==> src/rtl/core/ppsch_pkg.sv <==
// Shared types, constants and helpers for the priority process scheduler.
package ppsch_pkg;

    // Table geometry and field widths
    localparam int SLOTS    = 64;
    localparam int SLOT_W   = $clog2(SLOTS);
    localparam int ID_W     = 6;
    localparam int PRIO_W   = 7;
    localparam int NICE_W   = 4;
    localparam int ROUND_W  = 32;
    localparam int TIME_W   = 32;
    localparam int TICK_W   = 16;

    // Stream payload widths
    localparam int S_DATA_W = 80;
    localparam int S_USER_W = 2;
    localparam int M_DATA_W = 24;
    localparam int M_USER_W = 1;

    // Niceness divider widths: slept * 10 and (ran + slept) << 3
    localparam int DIV_W    = TICK_W + 4;
    localparam int SUM_W    = TICK_W + 1;
    localparam int QUO_W    = NICE_W;

    // Scheduling constants
    localparam int DYN_MAX      = 100;
    localparam int NICE_BIAS    = 5;
    localparam int NICE_SCALE   = 10;
    localparam int NICE_DEFAULT = 5;

    typedef enum logic [1:0] {
        OP_WRITE  = 2'd0,
        OP_PICK   = 2'd1,
        OP_DONE   = 2'd2,
        OP_SETRUN = 2'd3
    } t_op;

    typedef enum logic [2:0] {
        ST_IDLE,
        ST_SCAN,
        ST_DRAIN,
        ST_DIV,
        ST_FIN
    } t_state;

    // One slot of the process table
    typedef struct packed {
        logic [PRIO_W-1:0]  prio;
        logic [NICE_W-1:0]  nice;
        logic [ROUND_W-1:0] rounds;
        logic [TIME_W-1:0]  created;
    } t_entry;

    // Control from the sequencer to the scan comparator
    typedef struct packed {
        logic              clear;
        logic              valid;
        logic              run;
        logic [SLOT_W-1:0] idx;
    } t_scan_ctl;

    // Best candidate found so far
    typedef struct packed {
        logic              have;
        logic [SLOT_W-1:0] idx;
        logic [PRIO_W-1:0] dyn;
        t_entry            entry;
    } t_best;

    // Dynamic priority: static - niceness + bias, clamped to 0..DYN_MAX
    function automatic logic [PRIO_W-1:0] dyn_prio(input t_entry e);
        logic [PRIO_W:0] biased;
        logic [PRIO_W:0] diff;
        logic [PRIO_W-1:0] res;
        biased = {1'b0, e.prio} + (PRIO_W+1)'(NICE_BIAS);
        diff   = biased - (PRIO_W+1)'(e.nice);
        if (biased < (PRIO_W+1)'(e.nice)) begin
            res = '0;
        end else if (diff > (PRIO_W+1)'(DYN_MAX)) begin
            res = PRIO_W'(DYN_MAX);
        end else begin
            res = diff[PRIO_W-1:0];
        end
        return res;
    endfunction

endpackage

==> src/rtl/core/ppsch_slot_table.sv <==
// Process slot table: one write port, one registered read port.
module ppsch_slot_table
    import ppsch_pkg::*;
(
    input  logic              i_clk,
    input  logic [SLOT_W-1:0] i_rd_addr,
    input  logic              i_wr_en,
    input  logic [SLOT_W-1:0] i_wr_addr,
    input  t_entry            i_wr_data,
    output t_entry            o_rd_data
);

    t_entry r_mem [SLOTS];
    t_entry r_rd_data;

    // Write the addressed slot
    always_ff @(posedge i_clk) begin
        if (i_wr_en) begin
            r_mem[i_wr_addr] <= i_wr_data;
        end
    end

    // Register the read data
    always_ff @(posedge i_clk) begin
        r_rd_data <= r_mem[i_rd_addr];
    end

    assign o_rd_data = r_rd_data;

endmodule

==> config.mk <==
export PLATFORM = sky130hd
export DESIGN_NAME = ppsch_slot_table
export DESIGN_NICKNAME = d
export VERILOG_FILES = /design/src/rtl/core/ppsch_pkg.sv /design/src/rtl/core/ppsch_slot_table.sv
export SDC_FILE = /design/constraint.sdc
export NUM_CORES = 2
export LEC_CHECK = 0
export ABC_CLOCK_PERIOD_IN_PS = 8200
export BUFFER_PORTS_ARGS = -buffer_cell sky130_fd_sc_hd__buf_2
export CAP_MARGIN = 20
export CORE_MARGIN = 4
export CORE_UTILIZATION = 35
export DETAILED_ROUTE_END_ITERATION = 8
export HOLD_SLACK_MARGIN = 0.05
export PLACE_DENSITY = 0.49
export SKIP_LAST_GASP = 1
export SLEW_MARGIN = 30
export SYNTH_ARGS = -nofsm -noshare
export SYNTH_HDL_FRONTEND = slang
export SYNTH_MEMORY_MAX_BITS = 65536
export SYNTH_SLANG_ARGS = --single-unit
==> constraint.sdc <==
create_clock -name i_clk -period 8.2 [get_ports i_clk]
set_input_delay 1.64 -clock i_clk [delete_from_list [all_inputs] [get_ports i_clk]]
set_output_delay 1.64 -clock i_clk [all_outputs]
set_load 0.005 [all_outputs]
==> impl_metrics.py <==
metrics = {
    "cts": {
        "cts_buffers": 520,
        "post_cts_buffers": 0,
        "hold_buffers": 0,
        "cts-resized-gates": 0,
        "clk_latency_ns": 1.04,
        "clockBufferDepth": 4,
        "cts_tree": "done",
        "cts-htree-levels": 6,
        "clock-sinks": 4875,
        "root_buffer": "clkbuf_16",
        "path_clk_slew_ns": 0.06,
    },
    "drt": {
        "drt_iter0_drc": 11660,
        "ant_nets": 0,
        "drt-pass1-iter-count": 6,
        "wl_per_cell_microns": 37.57,
        "vias": 89900,
        "routed_wl_microns": 581600,
        "viasPerCell": 5.807,
        "drc": 0,
    },
    "critical_path": {
        "reg2reg_depth": 4,
        "reg2reg_slack_ns": 6.28,
        "crit_required_ns": 9.13,
        "reg2reg_to": "o_rd_data[50]",
        "crit_type": "in2reg",
        "crit_path_end_kind": "flip-flop",
        "cp.arrival_ns": 4.94,
        "rr_startpoint": "r_mem[7][50]",
        "critPathMaxFanout": 59,
        "crit_path_start_kind": "input pin",
    },
    "yosys": {
        "synth_top_flop_cell": "edfxtp_1",
        "ys_ff_latch": 4875,
        "synth_warnings": 0,
        "synth.avg_cell_area_sq_um": 24.00,
        "synth.distinct_cells": 28,
        "seq_area_frac_synth_pct": 79.78,
        "synth_edf_count": 4800,
        "postSynth.asyncResetShare_pct": 0,
        "syn-num-nets": 7694,
        "synth.cell_area_sq_um": 182600,
        "syn_inst": 7605,
    },
    "floorplanning": {
        "design.core.area_sq_um": 518300,
        "die_y_microns": 730.2,
        "fp-row-count": 264,
        "die_area_sq_um": 533200,
        "start_util_pct": 35.22,
        "num_io_pins": 164,
        "die_w_microns": 730.2,
    },
    "hold_path": {
        "hold_path_depth": 4,
        "min_path_type": "reg2reg",
        "hold_end": "o_rd_data[22]",
        "hold_start": "r_mem[20][22]",
    },
    "pwr": {
        "p_seq_share_pct": 52.5,
        "power_switching_w": 0.01132,
        "power.internal_w": 0.04147,
        "power_density_nw_per_um2": 251.4,
        "combinationalPowerShare_pct": 4.5,
        "ir_drop_mv": 0.2389,
        "power.total_w": 0.05280,
        "switching_share_pct": 21.45,
        "p_clk_share_pct": 42.9,
        "power_leakage_nw": 64.56,
    },
    "sta": {
        "holdWs_ns": 0.8232,
        "relSlewSlack_pct": 28.95,
        "finalCritPeriodShare_pct": 48.94,
        "fin_tns_setup_ns": 0,
        "skew_ns": 0.03263,
        "slew_violations": 0,
        "rsz0062_at_grt": "false",
        "max_freq_mhz": 249.2,
        "worstMarginPinSlew_ns": 1.066,
        "fin_crit_ns": 4.013,
        "finalHoldViolCount": 0,
        "setup_viol": 0,
    },
    "flow_run": {
        "maxCapViolations": 0,
    },
    "place": {
        "place.gp.congestion": 0.7438,
        "dp_hpwl_microns": 304100,
        "placedInstanceArea_sq_um": 193400,
        "portBuffers": 163,
    },
    "final_layout": {
        "area_delta_synth_final_pct": 15.03,
        "drive_gt1_share_pct": 28.35,
        "stdcell_area_sq_um": 210000,
        "fin_nets": 8227,
    },
    "global_routing": {
        "grt_pass1_wl_microns": 785100,
        "antenna_found_initial": 53,
        "grt_pass1_vias": 90220,
        "grt.total_usage_pct": 21.41,
        "gr-total-overflow": 0,
        "grt_max_degree": 125,
    },
    "outcome": {
        "status": "complete, no violations",
    },
}
power groups by stage:
stage / clock network (W) / logic, W / registers, W
after floorplan: 0 / 0.00127 / 0.0282
after global placement: 0 / 0.00237 / 0.0283
after detailed placement: 0 / 0.00243 / 0.0283
after CTS: 0.0231 / 0.00243 / 0.0278
after global routing: 0.0242 / 0.00255 / 0.0277
final: 0.0227 / 0.00240 / 0.0277
layout by cell type, fill, tap and decap left out, types with 3 or more instances in the layout:
| master | n |
|---|---|
| edfxtp_1 | 4800 |
| mux4_2 | 1200 |
| clkbuf_16 | 545 |
| a22oi_1 | 300 |
| buf_4 | 289 |
| clkbuf_1 | 158 |
| o22ai_1 | 149 |
| nand3_1 | 133 |
| mux2i_1 | 122 |
| buf_2 | 89 |
| clkinv_1 | 87 |
| o211a_1 | 75 |
| dfxtp_1 | 75 |
| a211oi_1 | 74 |
| nor2_4 | 64 |
| clkinv_2 | 59 |
| nor2_1 | 54 |
| o221ai_1 | 52 |
| buf_12 | 50 |
| clkbuf_8 | 31 |
| nand3b_1 | 26 |
| bufinv_16 | 17 |
| inv_6 | 16 |
| diode_2 | 13 |
| buf_16 | 13 |
| clkinvlp_4 | 8 |
| nand2_1 | 6 |
| inv_16 | 6 |
| clkinv_8 | 6 |
| nor2b_4 | 5 |
| nand2b_1 | 5 |
| or3b_2 | 4 |
| nor2b_1 | 4 |
| buf_6 | 4 |
| nand2b_4 | 3 |
| or3_1 | 3 |
worst max-delay path: stages:
cell and delay, ns:
buf_8 0.41, buf_12 0.44, buf_4 0.65, nand3b_1 0.38, buf_4 0.34, o22ai_1 0.48
a211oi_1 0.14, o211a_1 0.24
registers in the layout, indices dropped and copies added, names as in the netlist:
signal,flops
r_mem,4800
o_rd_data,75
how the worst max path moves through the flow:
stage | start | to | slack [ns] | depth (start not counted)
2_1_floorplan | i_wr_addr[3] | r_mem[48][0] | 0.35 | 4
3_3_place_gp | i_wr_addr[2] | r_mem[13][52] | 3.12 | 5
3_5_place_dp | i_rd_addr[1] | o_rd_data[35] | 3.15 | 8
4_1_cts | i_rd_addr[1] | o_rd_data[35] | 4.27 | 8
5_1_grt | i_rd_addr[1] | o_rd_data[35] | 4.11 | 8
6_report | i_rd_addr[1] | o_rd_data[35] | 4.19 | 8
per-stage QoR:
step                      utilization [%]  setup WS, ns  instances
after floorplan                         -        0.3505       7605
after global placement              37.26         3.123      14520
after detailed placement            37.32         3.148      14530
after CTS                           40.46         4.271      15460
after global routing                40.51         4.106      15470
final                               40.52         4.187      15480
cell usage after synthesis, types with 40 or more instances:
cell type,n,area [sq um]
o211a_1,75,750.7
nand3_1,134,670.6
o22ai_1,149,932.1
clkbuf_1,162,608.1
buf_2,200,1001
a211oi_1,74,555.5
mux4_2,1200,27030
nor2_1,118,442.9
dfxtp_1,75,1501
mux2i_1,122,1221
a22oi_1,300,2252
o221ai_1,52,455.4
edfxtp_1,4800,144100
buf_4,40,300.3
routing by layer:
layer	track usage, %	vias up	part of all wire (%)
met5	0	-	0.014
met4	5.365	12	2.6
met3	3.001	821	6.8
met2	34.90	3951	48
met1	30.51	50870	42
li1	-	34240	-
kinds of logic after synthesis:
kind of cell	share of synthesized area, %
flops	79.78
mux	15.47
compound gates	2.714
buf+inv	1.173
simple gates	0.8588
final cells by class:
| type | count | area (sq um) |
|---|---|---|
| multi-input cells | 2294 | 35350 |
| repair buffers | 447 | 4049 |
| clock buffers | 734 | 14660 |
| diodes | 13 | 32.53 |
| clock inverters | 201 | 1610 |
| flip-flops and latches | 4875 | 145600 |
| well taps | 6916 | 8653 |
| fillers | 45080 | 308300 |
No activity file was read; power rests on OpenSTA's default activity.
