==> config.mk <==
export PLATFORM = sky130hd
export DESIGN_NAME = ppsch_scan_unit
export DESIGN_NICKNAME = d
export VERILOG_FILES = /design/src/rtl/core/ppsch_pkg.sv /design/src/rtl/core/ppsch_scan_unit.sv
export SDC_FILE = /design/constraint.sdc
export NUM_CORES = 1
export LEC_CHECK = 0
export BUFFER_PORTS_ARGS = -buffer_cell sky130_fd_sc_hd__buf_2
export CORE_MARGIN = 3
export CORE_UTILIZATION = 55
export DETAILED_ROUTE_END_ITERATION = 10
export PLACE_DENSITY = 0.95
export SETUP_SLACK_MARGIN = 0.15
export SLEW_MARGIN = 20
export SYNTH_ARGS = -nofsm -noshare
export SYNTH_HDL_FRONTEND = slang
export SYNTH_SLANG_ARGS = --single-unit
==> constraint.sdc <==
create_clock -name i_clk -period 12.15 [get_ports i_clk]
set_input_delay 1.215 -clock i_clk [delete_from_list [all_inputs] [get_ports i_clk]]
set_output_delay 1.215 -clock i_clk [all_outputs]
set_load 0.03 [all_outputs]
==> src/rtl/core/ppsch_pkg.sv <==
// Shared types, constants and helpers for the priority process scheduler.
package ppsch_pkg;

    // Table geometry and field widths
    localparam int SLOTS    = 64;
    localparam int SLOT_W   = $clog2(SLOTS);
    localparam int ID_W     = 6;
    localparam int PRIO_W   = 7;
    localparam int NICE_W   = 4;
    localparam int ROUND_W  = 32;
    localparam int TIME_W   = 32;
    localparam int TICK_W   = 16;

    // Stream payload widths
    localparam int S_DATA_W = 80;
    localparam int S_USER_W = 2;
    localparam int M_DATA_W = 24;
    localparam int M_USER_W = 1;

    // Niceness divider widths: slept * 10 and (ran + slept) << 3
    localparam int DIV_W    = TICK_W + 4;
    localparam int SUM_W    = TICK_W + 1;
    localparam int QUO_W    = NICE_W;

    // Scheduling constants
    localparam int DYN_MAX      = 100;
    localparam int NICE_BIAS    = 5;
    localparam int NICE_SCALE   = 10;
    localparam int NICE_DEFAULT = 5;

    typedef enum logic [1:0] {
        OP_WRITE  = 2'd0,
        OP_PICK   = 2'd1,
        OP_DONE   = 2'd2,
        OP_SETRUN = 2'd3
    } t_op;

    typedef enum logic [2:0] {
        ST_IDLE,
        ST_SCAN,
        ST_DRAIN,
        ST_DIV,
        ST_FIN
    } t_state;

    // One slot of the process table
    typedef struct packed {
        logic [PRIO_W-1:0]  prio;
        logic [NICE_W-1:0]  nice;
        logic [ROUND_W-1:0] rounds;
        logic [TIME_W-1:0]  created;
    } t_entry;

    // Control from the sequencer to the scan comparator
    typedef struct packed {
        logic              clear;
        logic              valid;
        logic              run;
        logic [SLOT_W-1:0] idx;
    } t_scan_ctl;

    // Best candidate found so far
    typedef struct packed {
        logic              have;
        logic [SLOT_W-1:0] idx;
        logic [PRIO_W-1:0] dyn;
        t_entry            entry;
    } t_best;

    // Dynamic priority: static - niceness + bias, clamped to 0..DYN_MAX
    function automatic logic [PRIO_W-1:0] dyn_prio(input t_entry e);
        logic [PRIO_W:0] biased;
        logic [PRIO_W:0] diff;
        logic [PRIO_W-1:0] res;
        biased = {1'b0, e.prio} + (PRIO_W+1)'(NICE_BIAS);
        diff   = biased - (PRIO_W+1)'(e.nice);
        if (biased < (PRIO_W+1)'(e.nice)) begin
            res = '0;
        end else if (diff > (PRIO_W+1)'(DYN_MAX)) begin
            res = PRIO_W'(DYN_MAX);
        end else begin
            res = diff[PRIO_W-1:0];
        end
        return res;
    endfunction

endpackage

==> src/rtl/core/ppsch_scan_unit.sv <==
// Scan comparator: tracks the best runnable slot over one table sweep.
module ppsch_scan_unit
    import ppsch_pkg::*;
(
    input  logic      i_clk,
    input  logic      i_rst_n,
    input  t_scan_ctl i_ctl,
    input  t_entry    i_entry,
    output t_best     o_best
);

    logic              r_have;
    logic [SLOT_W-1:0] r_idx;
    logic [PRIO_W-1:0] r_dyn;
    t_entry            r_entry;

    logic [PRIO_W-1:0] cand_dyn;
    logic              better;

    // Rank the candidate: lower dynamic priority, fewer rounds, earlier creation
    always_comb begin
        cand_dyn = dyn_prio(i_entry);
        better   = !r_have || (cand_dyn < r_dyn) ||
                   ((cand_dyn == r_dyn) &&
                    ((i_entry.rounds < r_entry.rounds) ||
                     ((i_entry.rounds == r_entry.rounds) &&
                      (i_entry.created < r_entry.created))));
    end

    // Clear at the start of a sweep
    always_ff @(posedge i_clk) begin
        if (!i_rst_n) begin
            r_have <= 1'b0;
        end else if (i_ctl.clear) begin
            r_have <= 1'b0;
        end else if (i_ctl.valid && i_ctl.run && better) begin
            r_have <= 1'b1;
        end
    end

    // Hold the winner; ascending scan with strict compare keeps the lower slot
    always_ff @(posedge i_clk) begin
        if (!i_ctl.clear && i_ctl.valid && i_ctl.run && better) begin
            r_idx   <= i_ctl.idx;
            r_dyn   <= cand_dyn;
            r_entry <= i_entry;
        end
    end

    assign o_best.have  = r_have;
    assign o_best.idx   = r_idx;
    assign o_best.dyn   = r_dyn;
    assign o_best.entry = r_entry;

endmodule

==> flow_summary_export.csv <==
group,metric,value,unit
layout,multi_input_area,2079,um^2
floorplanning,die_x,101.5,um
setup_path,cp.arrival,5.90,ns
synth,synth.distinct_cells,56,
clock_network,htreeDepth,3,
sta,slew_violations,0,
synth,yosysMostFrequentCell,"edfxtp_1",
synth,yosys-mux-area-fraction,0.007727,
global_routing,grt_overflow,0,
clock_network,cts_num_sinks,89,
sta,setup_viol,0,
setup_path,cp_common_cell,"ha_1",
layout,register_area,2663,um^2
setup_path,required,12.12,ns
power,power_switching,0.0001980,W
sta,tns,0,ns
status,status,"finished, final reports clean",
setup_path,cp-start-kind,"input port",
layout,fin_nets,756,
layout,post-route-util,0.7099,
detailed_routing,drt-initial-drc-count,107,
setup_path,crit_slowest_cell,"buf_4",
power,totalPowerFinal,0.0007033,W
synth,yosys_warnings,0,
detailed_routing,drc,0,
floorplanning,die_y,101.5,um
synth,synth_fa_ha_area_frac,0.1909,
clock_network,hold_buffers,0,
detailed_routing,vias_per_cell,5.474,
place,dp_hpwl,9377,um
setup_path,crit_fanout,52,
synth,async_reset_ff_frac,0,
synth,yosysTopAreaCellShare,0.5264,
layout,fillCellCount,626,
hold_path,hold_path_class,"reg -> reg",
synth,avgSynthCellArea,12.30,um^2
detailed_routing,route.final.wire_length,11520,um
detailed_routing,drtAntennaViolNets,0,
setup_path,cp_top_family,"compound AO/OA/AOI/OAI gates",
power,p_sw_frac,0.2816,
power,p_int,0.0005053,W
setup_path,end_kind,"flop",
synth,synth_area_leaders,"edfxtp_1, ha_1, inv_1",
sta,rsz0062_at_grt,"no",
setup_path,slowest_delay,0.65,ns
power,clkPwrFrac,0.279,
global_routing,antenna_found_initial,2,
synth,ys_ff_latch,89,
synth,yosysTopAreaCell,"edfxtp_1",
power,pwr-share-comb,0.213,
sta,timing.final.crit_share,0.4879,
sta,fmax,168.7,MHz
sta,max_slew_margin,0.5210,
power,peakVddDrop,0.00006304,V
synth,syn_area,5020,um^2
floorplanning,ioPinCount,175,
place,port_buffers,174,
synth,synth_flop_cell,"edfxtp_1",
sta,hold_viol_final,0,
power,pwr-share-seq,0.507,
clock_network,cts_buffers,9,
place,place_worst_setup_slack,5.655,ns
synth,ys_top_cells_by_count,"edfxtp_1, ha_1, inv_1",
clock_network,cts_resized,0,
power,p_leak,2.978,nW
layout,n_antenna_cell,0,
global_routing,grt_pass1_wl,17710,um
synth,synth_simple_gate_area_frac,0.08026,
global_routing,grtUsageTotal,0.2203,
synth,ys_seq_area_frac,0.5304,
detailed_routing,vias,3870,
synth,synth-edff-count,88,
setup_path,crit_type,"in -> reg",
synth,synth_cells,408,
hold_path,min_path_cells,2,
setup_path,path_cells,"buf_2 > ha_1 > xnor2_1 > ha_1 > o21ai_0 > a21oi_2 > nor4_4 > mux2i_2 > nand3_1 > a21o_1 > ha_1 > and4_1 > nor4bb_1 > nand4_1 > a2111oi_0 > a32oi_1 > o21ai_4 > buf_4",
synth,synth_compound_area_frac,0.1067,
synth,synth_top_family_by_area,"adder cells",
clock_network,cts_tree,"yes",
setup_path,path_buf_inv,2,
floorplanning,fp-row-count,34,
power,p_per_area,112.5,nW/um^2
sta,setup_ws,6.222,ns
floorplanning,start_util,0.5700,
floorplanning,die_area,10310,um^2
clock_network,cts.clk_slew.worst_paths,0.08,ns
sta,worstMarginPinSlew,0.7119,ns
clock_network,post_cts_buffers,0,
layout,areaGrowthSynthToFinish,24.53,%
sta,hold_ws,0.5527,ns
synth,syn_nets,570,
clock_network,cts_root_buffer,"clkbuf_8",
job,drv_cap,0,
global_routing,grt_pass1_vias,3749,
setup_path,path_depth,18,
global_routing,grt_start_max_net_pins,53,
place,gp_congestion,0.8953,
sta,finalClockSkew,0.01142,ns
synth,synthXorXnorAreaFrac,0.02642,
setup_path,ff2ff_path_depth,9,
floorplanning,coreArea,8806,um^2
layout,drive_gt1_frac,0.3406,
detailed_routing,wl_per_cell,16.29,um
detailed_routing,dr.pass1.iters,4,
clock_network,clkLatencyLatePin,0.35,ns
sta,fin_crit,5.928,ns
clock_network,cts_buffer_depth,2,
==> layout make-up <==
class | count | area share
clock buffers | 10 | 0.02042
clock inverters | 6 | 0.009408
inverters | 75 | 0.04504
multi-input cells | 243 | 0.3327
flip-flops and latches | 89 | 0.4259
well taps | 108 | 0.02162
repair buffers | 176 | 0.1449
==> logic make-up (layout without fill, tap and decap cells) <==
logic type	after synthesis	in the layout
adder cells (fa/ha/maj)	76	76
AND/OR/NAND/NOR	70	70
AO/OA/AOI/OAI	83	83
multiplexers	3	3
flip-flops	89	89
buffers and inverters	76	267
XOR/XNOR	11	11
==> tightest hold or removal path: stages, from the launching register on <==
cell and delay [ns]:
dfxtp_1 0.34, a21oi_1 0.12, nor3b_1 0.06
==> path summary, 6_finish.rpt <==
kind                            slack, ns        start    endpoint
worst max-delay path                 6.22  i_entry[68]  o_best[21]
worst min-delay path                 0.55       r_have      r_have
worst max register to register       8.61   o_best[59]  o_best[21]
worst min register to register       0.55       r_have      r_have
==> power groups by stage <==
stage          registers, W  logic [W]  clock network (W)
6_report           0.000357   0.000150           0.000196
4_1_cts            0.000357   0.000149           0.000200
3_5_place_dp       0.000364   0.000148                  0
2_1_floorplan      0.000385  0.0000782                  0
5_1_grt            0.000358   0.000168           0.000212
3_3_place_gp       0.000363   0.000141                  0
==> sequential cells by signal, summed over array words and instances, names as in the netlist <==
signal,flops
o_best,75
r_have,1
r_dyn,7
r_idx,6
==> stage by stage <==
stage | cell area, um^2 | instances
2_1_floorplan | 5020 | 408
3_3_place_gp | 6037 | 690
3_5_place_dp | 6037 | 690
4_1_cts | 6223 | 706
5_1_grt | 6251 | 707
6_report | 6251 | 707
==> layer usage <==
layer	share of wire	routed length, um	vias to the layer above	global-route usage
li1	-	-	1873	-
met1	0.41	4752	1830	0.2810
met2	0.51	5866	147	0.3823
met3	0.064	740	16	0.04890
met4	0.011	128	4	0.05419
met5	0.0023	27	-	0
==> placed cells by master (no fill, tap or decap), types with 3 or more instances in the layout <==
cell type / synthesis / layout
nor2_1: 15 / 15
nand3_1: 8 / 8
a21oi_1: 32 / 32
edfxtp_1: 88 / 88
nor2b_1: 3 / 3
ha_1: 75 / 75
xnor2_1: 4 / 4
o211ai_1: 5 / 5
xnor2_2: 3 / 3
xor2_1: 3 / 3
inv_1: 75 / 75
buf_2: 0 / 174
a21o_1: 11 / 11
clkbuf_8: 0 / 9
a211oi_1: 3 / 3
o21ai_0: 11 / 11
nand4_1: 12 / 12
a21boi_0: 3 / 3
nand2_1: 11 / 11
Power figures use the tool's default switching activity.
