### src/rtl/core/ppsch_pkg.sv
// Shared types, constants and helpers for the priority process scheduler.
package ppsch_pkg;

    // Table geometry and field widths
    localparam int SLOTS    = 64;
    localparam int SLOT_W   = $clog2(SLOTS);
    localparam int ID_W     = 6;
    localparam int PRIO_W   = 7;
    localparam int NICE_W   = 4;
    localparam int ROUND_W  = 32;
    localparam int TIME_W   = 32;
    localparam int TICK_W   = 16;

    // Stream payload widths
    localparam int S_DATA_W = 80;
    localparam int S_USER_W = 2;
    localparam int M_DATA_W = 24;
    localparam int M_USER_W = 1;

    // Niceness divider widths: slept * 10 and (ran + slept) << 3
    localparam int DIV_W    = TICK_W + 4;
    localparam int SUM_W    = TICK_W + 1;
    localparam int QUO_W    = NICE_W;

    // Scheduling constants
    localparam int DYN_MAX      = 100;
    localparam int NICE_BIAS    = 5;
    localparam int NICE_SCALE   = 10;
    localparam int NICE_DEFAULT = 5;

    typedef enum logic [1:0] {
        OP_WRITE  = 2'd0,
        OP_PICK   = 2'd1,
        OP_DONE   = 2'd2,
        OP_SETRUN = 2'd3
    } t_op;

    typedef enum logic [2:0] {
        ST_IDLE,
        ST_SCAN,
        ST_DRAIN,
        ST_DIV,
        ST_FIN
    } t_state;

    // One slot of the process table
    typedef struct packed {
        logic [PRIO_W-1:0]  prio;
        logic [NICE_W-1:0]  nice;
        logic [ROUND_W-1:0] rounds;
        logic [TIME_W-1:0]  created;
    } t_entry;

    // Control from the sequencer to the scan comparator
    typedef struct packed {
        logic              clear;
        logic              valid;
        logic              run;
        logic [SLOT_W-1:0] idx;
    } t_scan_ctl;

    // Best candidate found so far
    typedef struct packed {
        logic              have;
        logic [SLOT_W-1:0] idx;
        logic [PRIO_W-1:0] dyn;
        t_entry            entry;
    } t_best;

    // Dynamic priority: static - niceness + bias, clamped to 0..DYN_MAX
    function automatic logic [PRIO_W-1:0] dyn_prio(input t_entry e);
        logic [PRIO_W:0] biased;
        logic [PRIO_W:0] diff;
        logic [PRIO_W-1:0] res;
        biased = {1'b0, e.prio} + (PRIO_W+1)'(NICE_BIAS);
        diff   = biased - (PRIO_W+1)'(e.nice);
        if (biased < (PRIO_W+1)'(e.nice)) begin
            res = '0;
        end else if (diff > (PRIO_W+1)'(DYN_MAX)) begin
            res = PRIO_W'(DYN_MAX);
        end else begin
            res = diff[PRIO_W-1:0];
        end
        return res;
    endfunction

endpackage

### src/rtl/core/ppsch_nice_div.sv
// Niceness unit: slept * 10 / (ran + slept), one quotient bit per cycle.
module ppsch_nice_div
    import ppsch_pkg::*;
(
    input  logic              i_clk,
    input  logic              i_rst_n,
    input  logic              i_start,
    input  logic [TICK_W-1:0] i_ran,
    input  logic [TICK_W-1:0] i_slept,
    output logic              o_done,
    output logic [NICE_W-1:0] o_nice
);

    logic             r_busy;
    logic             r_done;
    logic [1:0]       r_cnt;
    logic [DIV_W-1:0] r_rem;
    logic [DIV_W-1:0] r_dsh;
    logic [QUO_W-1:0] r_quo;
    logic             r_zero;

    logic [SUM_W-1:0] total;
    logic [DIV_W-1:0] scaled;
    logic             take;

    // Form dividend and divisor; the quotient never exceeds ten, so four bits
    always_comb begin
        total  = SUM_W'(i_ran) + SUM_W'(i_slept);
        scaled = (DIV_W'(i_slept) << 3) + (DIV_W'(i_slept) << 1);
        take   = (r_rem >= r_dsh);
    end

    // Sequence the four restoring steps
    always_ff @(posedge i_clk) begin
        if (!i_rst_n) begin
            r_busy <= 1'b0;
            r_done <= 1'b0;
            r_cnt  <= '0;
        end else begin
            r_done <= 1'b0;
            if (i_start) begin
                r_busy <= 1'b1;
                r_cnt  <= '0;
            end else if (r_busy) begin
                r_cnt <= r_cnt + 2'd1;
                if (r_cnt == 2'd3) begin
                    r_busy <= 1'b0;
                    r_done <= 1'b1;
                end
            end
        end
    end

    // Subtract the shifted divisor where it fits
    always_ff @(posedge i_clk) begin
        if (i_start) begin
            r_rem  <= scaled;
            r_dsh  <= DIV_W'(total) << 3;
            r_quo  <= '0;
            r_zero <= (total == '0);
        end else if (r_busy) begin
            if (take) begin
                r_rem <= r_rem - r_dsh;
            end
            r_quo <= {r_quo[QUO_W-2:0], take};
            r_dsh <= r_dsh >> 1;
        end
    end

    assign o_done = r_done;
    assign o_nice = r_zero ? NICE_W'(NICE_DEFAULT) : r_quo;

endmodule

### config.mk
export PLATFORM = sky130hd
export DESIGN_NAME = ppsch_nice_div
export DESIGN_NICKNAME = d
export VERILOG_FILES = /design/src/rtl/core/ppsch_pkg.sv /design/src/rtl/core/ppsch_nice_div.sv
export SDC_FILE = /design/constraint.sdc
export NUM_CORES = 1
export LEC_CHECK = 0
export BUFFER_PORTS_ARGS = -buffer_cell sky130_fd_sc_hd__buf_2
export CAP_MARGIN = 10
export CORE_ASPECT_RATIO = 1.25
export CORE_MARGIN = 3
export CORE_UTILIZATION = 65
export CTS_BUF_LIST = sky130_fd_sc_hd__clkbuf_16
export DETAILED_ROUTE_END_ITERATION = 6
export PLACE_DENSITY = 0.95
export SYNTH_ARGS = -nofsm -noshare
export SYNTH_HDL_FRONTEND = slang
export SYNTH_SLANG_ARGS = --single-unit
### constraint.sdc
create_clock -name i_clk -period 6.9 [get_ports i_clk]
set_input_delay 0.345 -clock i_clk [delete_from_list [all_inputs] [get_ports i_clk]]
set_output_delay 0.345 -clock i_clk [all_outputs]
set_load 0.005 [all_outputs]
==> metrics.md <==
| Metric | Value |
|---|---|
| P per Cell Area | `310 nW/um2` |
| Vias | `about 4000` |
| Mapped Nets | `roughly 570` |
| # hold bufs at CTS | `0` |
| # nets final | `610` |
| Critical path type | `flip-flop to flip-flop` |
| MaxCap Viol Count | `0` |
| Fin crit period | `~3.7 ns` |
| Initial antenna violation count | `0` |
| Most frequent CP cell | `o21ai_0` |
| Nature of the critical path startpoint | `flip-flop` |
| CP required | `approximately 6.8 ns` |
| RSZ-0062 raised after global routing | `no` |
| Slew @ Worst Pin | `0.897 ns` |
| Share of the synthesized area in the top cell type | `0.265` |
| Finish-stage setup viols | `0` |
| Simple-Gate Fraction of Synth Area | `0.175` |
| Final hold vios | `0` |
| Outcome | `finished, violations left` |
| # DRC | `2` |
| Multi-input logic area | `2780 um2` |
| Die X | `78.8 um` |
| Critical Path Max Stage Delay | `roughly 0.7 ns` |
| GRT Total Usage | `0.289` |
| Die Area | `around 7600 um2` |
| Final core occ | `0.753` |
| Post-CTS sizing | `0` |
| Ys async rst share | `0` |
| Fin Setup TNS | `0 ns` |
| LEAKAGE | `2.11 nW` |
| Failing checks | `DRC` |
| Synth Cell Area | `4310 um2` |
| Hold Path Class | `input pin to flip-flop` |
| Largest net degree at the start of global routing | `56` |
| Post-CTS Setup Inserts | `0` |
| Drt pass-1 iters | `7` |
| Chip Height | `97.0 um` |
| Final worst-path cycle share | `0.542` |
| 1st-iter DRT viols | `around 380` |
| Largest family of logic cells by synthesized area | `compound AO/OA/AOI/OAI gates` |
| Worst Clk Skew | `roughly 0.006 ns` |
| Commonest non-fill, non-tap cells in the layout | `ha_1 (51), nand2_1 (39), nor2_1 (39), buf_2 (39), edfxtp_1 (38)` |
| CP endpoint kind | `flip-flop` |
| Clock Tree Root | `clkbuf_16` |
| Area leader, netlist | `edfxtp_1` |
| Xor-xnor portion of the synthesized cell area | `0.0772` |
| Fmax | `between 200 and 300 MHz` |
| WP buf/inv | `1` |
| Primary FF master, synth | `edfxtp_1` |
| Compound-Gate Fraction of Synth Area | `0.205` |
| Synth Instances | `approximately 480` |
| CTS H-tree depth | `2` |
| Synth warn | `0` |
| Share of cells above drive strength 1 | `0.109` |
| Synth unique cells | `54` |
| Vias/cell | `between 6 and 7` |
| Seq. cell area | `around 1400 um2` |
| Dominant cells by area after synthesis | `edfxtp_1 (26%), ha_1 (15%), dfxtp_1 (5.1%), xnor2_1 (4.9%), a21oi_1 (3.9%)` |
| Final Max Tran Viols | `0` |
| Worst-path maximum fanout | `20` |
| Post-synth EDFFs | `38` |
| Final HPWL DP | `between 7000 and 8000 um` |
| Vias in the first global route | `slightly below 4000` |
| First-pass GRT wire length | `roughly 18000 um` |
| Most common cell after layout, fill and taps aside | `ha_1` |
| Flop and latch count out of synthesis | `49` |
| Seq/Total Area, Yosys | `0.316` |
| Final worst setup slack | `3.16 ns` |
| Post-synthesis mux area share | `0.0258` |
| Crit path DAT | `between 3 and 4 ns` |
| TritonCTS clock tree | `built` |
| Hold Slack | `~0.31 ns` |
| Wire per inst | `~17 um` |
| # diodes | `0` |
| Total chip power | `approximately 1.5 mW` |
| CP Cell Sequence | `inv_1, ha_1, fa_1, nand2b_1, a21oi_1, nor3_1, o21ai_0, a31oi_1, o21ai_0, o211ai_1, nand2_1` |
| Final WL | `between 10000 and 15000 um` |
| # fillers | `427` |
| Core ar. | `6290 um2` |
| Initial Utilization | `0.686` |
| Post-Synth Adder-Cell Area | `0.162` |
| Synth Area per Inst | `8.92 um2` |
| Port bufs | `39` |
| GPL Wtd Cong | `between 0.9 and 1` |
| Area grow syn2layout | `9.90%` |
| TritonCTS buffer count | `5` |
| Worst vdd ir | `approximately 0.00018 V` |
| Clock tree buffer depth | `2` |
| Clk slew on worst S/H paths | `~0.06 ns` |
| CTS sink cnt | `between 40 and 50` |
| Post-route ant nets | `0` |
| Pre-CTS setup slack | `about 3.2 ns` |
| Worst-skew pair later-pin latency | `roughly 0.29 ns` |
| Cell row count | `32` |
| Slowest-stage cell, CP | `nand2_1` |
| IO Count | `40` |
| Crit-path leading delay family | `compound AO/OA/AOI/OAI gates` |
| GR Overflow Total | `0` |
| Slew margin rel. | `0.400` |
-- final timing paths --
path / from / to / slack (ns) / cells past startpoint
hold / removal: i_rst_n / r_busy$_SDFF_PN0_ / 0.31 / 2
setup reg to reg: r_rem[0]$_SDFFCE_PP0P_ / r_rem[18]$_DFFE_PP_ / 3.16 / 11
hold reg to reg: r_quo[3]$_SDFFE_PP0P_ / r_quo[3]$_SDFFE_PP0P_ / 0.49 / 2
setup / recovery: r_rem[0]$_SDFFCE_PP0P_ / r_rem[18]$_DFFE_PP_ / 3.16 / 11
-- stage by stage --
step                      instances  instance area (um2)
after floorplan                 483                 4310
final                           607                 4740
after CTS                       606                 4720
after detailed placement        598                 4580
after global placement          598                 4580
after global routing            607                 4740
-- metal layers --
layer	up-vias	wire (um)	track usage
li1	1850	-	-
met1	1871	4100	0.346
met2	226	5250	0.489
met3	38	818	0.0456
met4	0	456	0.160
met5	-	0	0
-- final cells by class --
| class | instances | area share |
|---|---|---|
| multi-input cells | 389 | 0.587 |
| flip-flops and latches | 49 | 0.287 |
| repair buffers | 41 | 0.0452 |
| inverters | 35 | 0.0277 |
| clock buffers | 5 | 0.0264 |
| well taps | 85 | 0.0225 |
| clock inverters | 3 | 0.00396 |
-- cell families (layout without fill, tap and decap cells) --
| family | after synthesis | after routing |
|---|---|---|
| compound gates | 134 | 134 |
| xor+xnor | 38 | 38 |
| fa+ha+maj | 54 | 54 |
| buf+inv | 45 | 84 |
| flops | 49 | 49 |
| mux | 11 | 11 |
| simple gates | 152 | 152 |
-- report_power, final --
group / internal [mW] / total, mW / switching, mW / leakage (nW)
Clock: 0.133 / 0.241 / 0.108 / 0.0672
Combinational: 0.324 / 0.779 / 0.455 / 1.56
Sequential: 0.415 / 0.447 / 0.0323 / 0.477
-- sequential cells by signal (all words and copies together) (netlist names) --
signal,flops
r_busy,1
r_quo,4
r_rem,20
r_zero,1
r_dsh,20
r_cnt,2
o_done,1
-- synth_stat cells (all sizes together) (8+ instances only) --
cell type  count
ha            51
nand2         39
nor2          39
edfxtp        38
inv           35
a21oi         34
o21ai         31
xnor2         24
a21o          16
a22o          15
nor3          15
xor2          14
dfxtp         11
nand2b        11
mux2i         10
nand3         10
clkbuf         8
Note: power is estimated with default switching activity, not from simulation.
